==> src/sv/bli_pkg.sv <==
`timescale 1ns / 1ps
// ----------------------------------------------------------------------------
// Battery level blink indicator package
// Shared types, register codes, reset values and the flash count rounding.
// ----------------------------------------------------------------------------
package bli_pkg;

  // Operation codes of an input item.
  typedef enum logic [1:0] {
    OP_TICK   = 2'd0,
    OP_UPDATE = 2'd1,
    OP_PRESS  = 2'd2
  } op_e;

  // Blink sequence phases.
  typedef enum logic [2:0] {
    PH_LEFT_ON   = 3'd0,
    PH_LEFT_OFF  = 3'd1,
    PH_GAP       = 3'd2,
    PH_RIGHT_ON  = 3'd3,
    PH_RIGHT_OFF = 3'd4,
    PH_DONE      = 3'd5
  } phase_e;

  // Configuration register indexes.
  typedef enum logic [2:0] {
    REG_ON_TIME   = 3'd0,
    REG_OFF_TIME  = 3'd1,
    REG_SIDE_GAP  = 3'd2,
    REG_THRESHOLD = 3'd3,
    REG_LEFT_ID   = 3'd4,
    REG_RIGHT_ID  = 3'd5
  } reg_idx_e;

  localparam int unsigned CfgIdxW  = 3;
  localparam int unsigned CfgDataW = 16;
  localparam int unsigned TimeW    = 16;
  localparam int unsigned ByteW    = 8;
  localparam int unsigned FlashW   = 4;

  localparam logic [TimeW-1:0] OnTimeRst    = 16'd250;
  localparam logic [TimeW-1:0] OffTimeRst   = 16'd200;
  localparam logic [TimeW-1:0] SideGapRst   = 16'd600;
  localparam logic [ByteW-1:0] ThresholdRst = 8'd34;
  localparam logic [ByteW-1:0] LeftIdRst    = 8'd0;
  localparam logic [ByteW-1:0] RightIdRst   = 8'd1;

  // Rounding offset and reciprocal of ten (205 / 2048, exact below 1029).
  localparam logic [8:0]  RoundOfs  = 9'd5;
  localparam logic [16:0] RecipTen  = 17'd205;

  // Configuration register set.
  typedef struct packed {
    logic [TimeW-1:0] on_time;
    logic [TimeW-1:0] off_time;
    logic [TimeW-1:0] side_gap;
    logic [ByteW-1:0] threshold;
    logic [ByteW-1:0] left_id;
    logic [ByteW-1:0] right_id;
  } cfg_t;

  // One result item.
  typedef struct packed {
    logic left_on;
    logic right_on;
    logic busy;
  } res_t;

  // Charge percent divided by ten, rounded to nearest; at most 26.
  function automatic logic [4:0] div10_round(input logic [ByteW-1:0] pct);
    logic [8:0]  biased;
    logic [16:0] prod;
    biased = {1'b0, pct} + RoundOfs;
    prod   = 17'(biased) * RecipTen;
    return prod[15:11];
  endfunction

endpackage

==> src/sv/bli_seq.sv <==
`timescale 1ns / 1ps
// ----------------------------------------------------------------------------
// Battery level blink sequencer
// Holds the charge levels, pins and blink state, and resolves one item per
// cycle while enabled, collapsing any run of zero-delay phases in that cycle.
// ----------------------------------------------------------------------------
module bli_seq #(
  parameter int unsigned TIMER_BITS  = 16,
  parameter int unsigned MAX_FLASHES = 10
) (
  input  logic                         clk_i,
  input  logic                         rst_ni,
  input  logic                         en_i,
  input  logic [1:0]                   op_i,
  input  logic [bli_pkg::ByteW-1:0]    source_i,
  input  logic [bli_pkg::ByteW-1:0]    charge_i,
  input  bli_pkg::cfg_t                cfg_i,
  output bli_pkg::res_t                res_o
);

  logic [bli_pkg::ByteW-1:0]  left_level_q, left_level_d;
  logic [bli_pkg::ByteW-1:0]  right_level_q, right_level_d;
  logic                       running_q, running_d;
  bli_pkg::phase_e            phase_q, phase_d;
  logic [bli_pkg::FlashW-1:0] flashes_q, flashes_d;
  logic [TIMER_BITS-1:0]      wait_q, wait_d;
  logic                       left_pin_q, left_pin_d;
  logic                       right_pin_q, right_pin_d;

  // Clamp a delay register into the timer width.
  function automatic logic [TIMER_BITS-1:0] sat_delay(input logic [bli_pkg::TimeW-1:0] v);
    logic [31:0] wide;
    logic [31:0] lim;
    wide = 32'(v);
    lim  = 32'((33'd1 << TIMER_BITS) - 33'd1);
    if (wide > lim) begin
      return TIMER_BITS'(lim);
    end
    return TIMER_BITS'(wide);
  endfunction

  // Number of flashes for a charge level, held to one through MAX_FLASHES.
  function automatic logic [bli_pkg::FlashW-1:0] flash_count(
      input logic [bli_pkg::ByteW-1:0] pct);
    logic [4:0] n;
    n = bli_pkg::div10_round(pct);
    if (n > 5'(MAX_FLASHES)) begin
      return bli_pkg::FlashW'(MAX_FLASHES);
    end
    if (n == 5'd0) begin
      return bli_pkg::FlashW'(1);
    end
    return n[bli_pkg::FlashW-1:0];
  endfunction

  logic [bli_pkg::FlashW-1:0] left_count, right_count;
  logic                       left_low, right_low;

  assign left_count  = flash_count(left_level_q);
  assign right_count = flash_count(right_level_q);
  assign left_low    = (left_level_q < cfg_i.threshold);
  assign right_low   = (right_level_q < cfg_i.threshold);

  // Next state: handle the item, then run phases until one sets a delay.
  always_comb begin
    logic                       go;
    logic [bli_pkg::FlashW-1:0] fdec;
    left_level_d  = left_level_q;
    right_level_d = right_level_q;
    running_d     = running_q;
    phase_d       = phase_q;
    flashes_d     = flashes_q;
    wait_d        = wait_q;
    left_pin_d    = left_pin_q;
    right_pin_d   = right_pin_q;
    go            = 1'b0;
    fdec          = '0;

    case (bli_pkg::op_e'(op_i))
      bli_pkg::OP_TICK: begin
        if (running_q) begin
          wait_d = (wait_q != '0) ? wait_q - TIMER_BITS'(1) : '0;
          go     = (wait_d == '0);
        end
      end
      bli_pkg::OP_UPDATE: begin
        if (source_i == cfg_i.left_id) begin
          left_level_d = charge_i;
          if (!running_q) begin
            left_pin_d = (charge_i < cfg_i.threshold);
          end
        end else if (source_i == cfg_i.right_id) begin
          right_level_d = charge_i;
          if (!running_q) begin
            right_pin_d = (charge_i < cfg_i.threshold);
          end
        end
      end
      bli_pkg::OP_PRESS: begin
        if (!running_q) begin
          running_d = 1'b1;
          phase_d   = bli_pkg::PH_LEFT_ON;
          flashes_d = left_count;
          go        = 1'b1;
        end
      end
      default: begin
      end
    endcase

    // Left flash lights.
    if (go && phase_d == bli_pkg::PH_LEFT_ON) begin
      left_pin_d = 1'b1;
      phase_d    = bli_pkg::PH_LEFT_OFF;
      if (cfg_i.on_time != '0) begin
        wait_d = sat_delay(cfg_i.on_time);
        go     = 1'b0;
      end
    end

    // Left flash ends; with both times zero the remaining flashes collapse.
    if (go && phase_d == bli_pkg::PH_LEFT_OFF) begin
      left_pin_d = 1'b0;
      fdec       = (flashes_d != '0) ? flashes_d - bli_pkg::FlashW'(1) : '0;
      if (fdec != '0 && cfg_i.off_time != '0) begin
        phase_d   = bli_pkg::PH_LEFT_ON;
        flashes_d = fdec;
        wait_d    = sat_delay(cfg_i.off_time);
        go        = 1'b0;
      end else if (fdec != '0 && cfg_i.on_time != '0) begin
        left_pin_d = 1'b1;
        phase_d    = bli_pkg::PH_LEFT_OFF;
        flashes_d  = fdec;
        wait_d     = sat_delay(cfg_i.on_time);
        go         = 1'b0;
      end else begin
        flashes_d = '0;
        phase_d   = bli_pkg::PH_GAP;
        if (cfg_i.side_gap != '0) begin
          wait_d = sat_delay(cfg_i.side_gap);
          go     = 1'b0;
        end
      end
    end

    // Gap over: load the right flash count.
    if (go && phase_d == bli_pkg::PH_GAP) begin
      flashes_d = right_count;
      phase_d   = bli_pkg::PH_RIGHT_ON;
    end

    // Right flash lights.
    if (go && phase_d == bli_pkg::PH_RIGHT_ON) begin
      right_pin_d = 1'b1;
      phase_d     = bli_pkg::PH_RIGHT_OFF;
      if (cfg_i.on_time != '0) begin
        wait_d = sat_delay(cfg_i.on_time);
        go     = 1'b0;
      end
    end

    // Right flash ends.
    if (go && phase_d == bli_pkg::PH_RIGHT_OFF) begin
      right_pin_d = 1'b0;
      fdec        = (flashes_d != '0) ? flashes_d - bli_pkg::FlashW'(1) : '0;
      if (fdec != '0 && cfg_i.off_time != '0) begin
        phase_d   = bli_pkg::PH_RIGHT_ON;
        flashes_d = fdec;
        wait_d    = sat_delay(cfg_i.off_time);
        go        = 1'b0;
      end else if (fdec != '0 && cfg_i.on_time != '0) begin
        right_pin_d = 1'b1;
        phase_d     = bli_pkg::PH_RIGHT_OFF;
        flashes_d   = fdec;
        wait_d      = sat_delay(cfg_i.on_time);
        go          = 1'b0;
      end else begin
        flashes_d = '0;
        phase_d   = bli_pkg::PH_DONE;
      end
    end

    // Sequence finished, or an unused phase code: restore the idle rule.
    if (go) begin
      left_pin_d  = left_low;
      right_pin_d = right_low;
      running_d   = 1'b0;
      wait_d      = '0;
    end
  end

  // State registers, updated only when an item is taken.
  always_ff @(posedge clk_i or negedge rst_ni) begin
    if (!rst_ni) begin
      left_level_q  <= '0;
      right_level_q <= '0;
      running_q     <= 1'b0;
      phase_q       <= bli_pkg::PH_LEFT_ON;
      flashes_q     <= '0;
      wait_q        <= '0;
      left_pin_q    <= 1'b0;
      right_pin_q   <= 1'b0;
    end else if (en_i) begin
      left_level_q  <= left_level_d;
      right_level_q <= right_level_d;
      running_q     <= running_d;
      phase_q       <= phase_d;
      flashes_q     <= flashes_d;
      wait_q        <= wait_d;
      left_pin_q    <= left_pin_d;
      right_pin_q   <= right_pin_d;
    end
  end

  // Result of the item being handled.
  always_comb begin
    res_o.left_on  = left_pin_d;
    res_o.right_on = right_pin_d;
    res_o.busy     = running_d;
  end

endmodule

==> src/sv/battery_level_blink_indicator.sv <==
`timescale 1ns / 1ps
// ----------------------------------------------------------------------------
// Battery level blink indicator
// Two battery LEDs with an idle low-charge rule and a press-started blink
// readout of the left and right charge levels.
// ----------------------------------------------------------------------------
// The block takes one item (tick, charge update or press) every clock cycle
// while input ready is high, and returns one result item for each: the pin
// levels and busy flag after that item. A result enters the output queue as
// its item is taken. All work for an item is done in the single sequencer
// stage, including any run of phases whose delay is zero. Results wait in a
// two-entry output queue, so input can keep flowing while the output stalls;
// input ready drops only while both entries are full. Configuration registers
// are written through a plain write port and take effect on the next item.
module battery_level_blink_indicator #(
  parameter int unsigned TIMER_BITS  = 16,
  parameter int unsigned MAX_FLASHES = 10
) (
  input  logic                          clk_i,
  input  logic                          rst_ni,
  input  logic                          in_valid_i,
  output logic                          in_ready_o,
  input  logic [1:0]                    op_i,
  input  logic [bli_pkg::ByteW-1:0]     source_i,
  input  logic [bli_pkg::ByteW-1:0]     charge_i,
  output logic                          out_valid_o,
  input  logic                          out_ready_i,
  output logic                          left_led_o,
  output logic                          right_led_o,
  output logic                          busy_res_o,
  input  logic                          cfg_we_i,
  input  logic [bli_pkg::CfgIdxW-1:0]   cfg_index_i,
  input  logic [bli_pkg::CfgDataW-1:0]  cfg_data_i
);

  bli_pkg::cfg_t cfg_q;
  bli_pkg::res_t res;
  bli_pkg::res_t slot0_q, slot1_q;
  logic [1:0]    count_q;
  logic          push, pop;

  // Configuration registers.
  always_ff @(posedge clk_i or negedge rst_ni) begin
    if (!rst_ni) begin
      cfg_q.on_time   <= bli_pkg::OnTimeRst;
      cfg_q.off_time  <= bli_pkg::OffTimeRst;
      cfg_q.side_gap  <= bli_pkg::SideGapRst;
      cfg_q.threshold <= bli_pkg::ThresholdRst;
      cfg_q.left_id   <= bli_pkg::LeftIdRst;
      cfg_q.right_id  <= bli_pkg::RightIdRst;
    end else if (cfg_we_i) begin
      case (bli_pkg::reg_idx_e'(cfg_index_i))
        bli_pkg::REG_ON_TIME:   cfg_q.on_time   <= cfg_data_i;
        bli_pkg::REG_OFF_TIME:  cfg_q.off_time  <= cfg_data_i;
        bli_pkg::REG_SIDE_GAP:  cfg_q.side_gap  <= cfg_data_i;
        bli_pkg::REG_THRESHOLD: cfg_q.threshold <= cfg_data_i[bli_pkg::ByteW-1:0];
        bli_pkg::REG_LEFT_ID:   cfg_q.left_id   <= cfg_data_i[bli_pkg::ByteW-1:0];
        bli_pkg::REG_RIGHT_ID:  cfg_q.right_id  <= cfg_data_i[bli_pkg::ByteW-1:0];
        default: begin
        end
      endcase
    end
  end

  // Handshakes.
  assign in_ready_o = (count_q != 2'd2);
  assign push       = in_valid_i && in_ready_o;
  assign pop        = (count_q != 2'd0) && out_ready_i;

  bli_seq #(
    .TIMER_BITS  (TIMER_BITS),
    .MAX_FLASHES (MAX_FLASHES)
  ) u_seq (
    .clk_i    (clk_i),
    .rst_ni   (rst_ni),
    .en_i     (push),
    .op_i     (op_i),
    .source_i (source_i),
    .charge_i (charge_i),
    .cfg_i    (cfg_q),
    .res_o    (res)
  );

  // Two-entry output queue; slot 0 is the head.
  always_ff @(posedge clk_i or negedge rst_ni) begin
    if (!rst_ni) begin
      count_q <= 2'd0;
    end else if (push && !pop) begin
      count_q <= count_q + 2'd1;
    end else if (pop && !push) begin
      count_q <= count_q - 2'd1;
    end
  end

  always_ff @(posedge clk_i) begin
    if (push && !pop) begin
      if (count_q == 2'd0) begin
        slot0_q <= res;
      end else begin
        slot1_q <= res;
      end
    end else if (pop && !push) begin
      slot0_q <= slot1_q;
    end else if (pop && push) begin
      if (count_q == 2'd1) begin
        slot0_q <= res;
      end else begin
        slot0_q <= slot1_q;
        slot1_q <= res;
      end
    end
  end

  // Output ports.
  assign out_valid_o = (count_q != 2'd0);
  assign left_led_o  = slot0_q.left_on;
  assign right_led_o = slot0_q.right_on;
  assign busy_res_o  = slot0_q.busy;

endmodule
==> config.mk <==
export PLATFORM = sky130hd
export DESIGN_NAME = battery_level_blink_indicator
export DESIGN_NICKNAME = d
export VERILOG_FILES = /design/src/sv/bli_pkg.sv /design/src/sv/bli_seq.sv /design/src/sv/battery_level_blink_indicator.sv
export SDC_FILE = /design/constraint.sdc
export NUM_CORES = 1
export LEC_CHECK = 0
export ABC_AREA = 1
export BUFFER_PORTS_ARGS = -buffer_cell sky130_fd_sc_hd__buf_2
export CAP_MARGIN = 5
export CORE_MARGIN = 2
export CORE_UTILIZATION = 35
export DETAILED_ROUTE_END_ITERATION = 10
export SETUP_SLACK_MARGIN = 0.02
export SLEW_MARGIN = 20
export SYNTH_ARGS = -nofsm -noshare
export SYNTH_HDL_FRONTEND = slang
export SYNTH_SLANG_ARGS = --single-unit
==> constraint.sdc <==
create_clock -name clk_i -period 7.5 [get_ports clk_i]
set_clock_uncertainty 0.1 [all_clocks]
set_input_delay 1.5 -clock clk_i [delete_from_list [all_inputs] [get_ports clk_i]]
set_output_delay 1.5 -clock clk_i [all_outputs]
set_load 0.01 [all_outputs]
==> results.cfg <==
[route]
wl_per_cell_um = 14.6
drc_errors = 0
firstDrtPassIters = 5
viasPerCell = 5.07
first_iter_violations = 674
routed_wl_mm = 28.9
vias = 9999
antenna_left = 0

[placement]
hpwl_mm = 22.7
place_congestion = 0.896
port_buffers = 46
placed_cell_area_um2 = 11600

[sta]
post-route-min-period_ns = 6.82
fin_setup_tns_ns = 0
hold_viol_final = 0
finalMaxSlewViolations = 0
fmax_mhz = 147
finalSetupViolations = 0
rsz0062_at_grt = no
worst-slew-pin-transition_ns = 0.981
timing.final.crit_share_pct = 91.0
max_slew_margin_pct = 34.4

[logic_synthesis]
yosysUniqueCellTypes = 54
ys.flop_type = dfrtp_1
synth_seq_area_share_pct = 28.1
synth_top_area_share_pct = 22.7
avgSynthCellArea_um2 = 7.20
syn_nets = 1715
synth_edf_count = 6
async_reset_ff_share_pct = 95.1
yosys.area.top_type = dfrtp_1
ys_ff_latch = 122
yosysWarnings = 0
syn-cell-area_um2 = 11000
synthCells = 1532
synth_area_leaders = dfrtp_1, nand2_1, ha_1

[cts]
clk_path_buf_depth = 2
cts-root-buf = clkbuf_16
cts.clk_slew.worst_paths_ns = 0.06
clkSinkCount = 122
cts_resized = 0
worstSkewPairLatency_ns = 0.44
htree_levels = 4
cts_tree = yes
cts-buffers-inserted = 17

[worst_setup_path]
cp_max_fo = 21
crit_required_ns = 7.58
crit_arrival_ns = 6.91
regToRegStartpoint = u_seq.left_level_q[0]$_DFFE_PN0P_
start_kind = flop
cp-startpoint = u_seq.left_level_q[0]$_DFFE_PN0P_
worstSetupEndpointType = flop
critical_path_class = reg2reg
max_stage_delay_ns = 0.55
cpMaxStageDelayCell = fa_1
path_common_cell = nand2_1

[layout]
area_delta_synth_final_pct = 10.8
n_fill_cell = 3177
drive_gt1_share_pct = 10.2
layout.nets = 1748
n_antenna_cell = 0
fin_area_um2 = 12200
mostFrequentLayoutCells = nand2_1, inv_1, o21ai_0
mostFrequentLayoutCell = nand2_1

[flow_run]
maxCapViolCount = 0

[floorplan]
start_util_pct = 35.8
fp.dieW_um = 181
die_y_um = 181
die_area_um2 = 32900
rows = 64
io_pins = 47
coreArea_um2 = 30800

[global_routing]
grt_pass1_vias = 9824
grt_antenna_before_repair = 0
grt_max_degree = 64
grt_usage_pct = 18.2
grt_overflow = 0
grt_pass1_wl_mm = 48.6

[pwr]
powerDensity_nw_per_um2 = 286
p_leak_nw = 6.45
ir_drop_mv = 0.161

[outcome]
status = completed

[min_path]
hold_class = reg2reg
hold_path_startpoint = cfg_q[20]$_DFFE_PN0P_
[worst max-delay path: cells and delay by family, from the launching register on]
| family | cells | cell delay (ns) |
|---|---|---|
| AO/OA/AOI/OAI | 5 | 0.83 |
| XOR/XNOR | 1 | 0.15 |
| adder cells (fa/ha/maj) | 6 | 2.31 |
| buffers and inverters | 6 | 0.62 |
| flip-flops | 1 | 0.43 |
| AND/OR/NAND/NOR | 18 | 2.13 |
[cells by family after synthesis]
kind of cell    synth area share, %
simple gates                   27.2
compound gates                 13.6
mux                           0.102
xor+xnor                       3.42
buf+inv                        9.77
fa+ha+maj                      17.8
flops                          28.1
[layer usage]
metal / track usage [%] / vias to the layer above / share of wire, % / wire length, um
li1: - / 5053 / - / -
met1: 23.8 / 4673 / 47 / 13500
met2: 31.0 / 221 / 48 / 13800
met3: 2.41 / 52 / 3.5 / 1020
met4: 5.79 / 0 / 2.0 / 587
met5: 0 / - / 0 / 0
[final timing paths]
kind                                                end  slack, ns  depth (start not counted)
max in group asynchronous         cfg_q[16]$_DFFE_PN0P_       4.95                          2
hold reg to reg                   cfg_q[20]$_DFFE_PN0P_       0.39                          2
setup reg to reg                   slot1_q[1]$_DFFE_PP_       0.68                         36
setup / recovery                   slot1_q[1]$_DFFE_PP_       0.68                         36
hold / removal                    cfg_q[20]$_DFFE_PN0P_       0.39                          2
min in group asynchronous  u_seq.wait_q[10]$_DFFE_PN0P_       1.00                          1
[area by class of cell]
cell class	instances	area (um^2)	area share, %
Clock buffer	23	468	3.83
Clock inverter	9	88.8	0.727
Inverter	238	893	7.32
Multi-Input combinational cell	1131	6850	56.1
Sequential cell	122	3100	25.4
Tap cell	396	495	4.06
Timing Repair Buffer	55	313	2.56
[cells in the mapped netlist (10+ instances only)]
| cell | number |
|---|---|
| inv_1 | 226 |
| clkbuf_1 | 31 |
| nand4_1 | 25 |
| nand3_1 | 102 |
| nor2_1 | 66 |
| dfrtp_1 | 100 |
| nand2_1 | 415 |
| xnor2_1 | 16 |
| dfstp_2 | 16 |
| fa_1 | 26 |
| xor2_1 | 27 |
| o22ai_1 | 16 |
| a21oi_1 | 47 |
| nand2_2 | 10 |
| nand3_2 | 10 |
| ha_1 | 115 |
| o21ai_0 | 167 |
[state kept, by name, indices dropped and copies added (netlist names)]
name and count:
cfg_q 72, u_seq.wait_q 16, u_seq.left_level_q 8, u_seq.right_level_q 8, u_seq.flashes_q 4, slot1_q 3, u_seq.phase_q 3, count_q 2
busy_res_o 1, left_led_o 1, right_led_o 1, u_seq.left_pin_q 1, u_seq.right_pin_q 1, u_seq.running_q 1
[power by group]
part           switching [mW]  leakage [nW]  total [mW]  internal (mW)
logic                    1.08          4.69        1.69          0.607
clock network           0.329         0.261       0.803          0.474
registers               0.162          1.50        1.00          0.843
[stage by stage]
| step | worst slack, ns | total power [mW] | util [%] | cells | hold WS (ns) |
|---|---|---|---|---|---|
| final | 0.676 | 3.49 | 39.6 | 1974 | 0.391 |
| after global routing | 0.104 | 3.81 | 39.6 | 1974 | 0.401 |
| after CTS | 0.571 | 3.50 | 39.5 | 1973 | 0.388 |
| after floorplan | 1.43 | 2.26 | - | 1532 | 0.342 |
| after detailed placement | 0.605 | 2.68 | 37.7 | 1941 | 0.367 |
| after global placement | 0.838 | 2.66 | 37.7 | 1941 | 0.367 |
[what timing repair did]
action                                 in CTS  in global routing
setup endpoints to repair                   0                  4
endpoints found under the hold margin       0                  0
setup buffers                               0                  1
hold buffers                                0                  0
(Power assumes the default switching activity.)
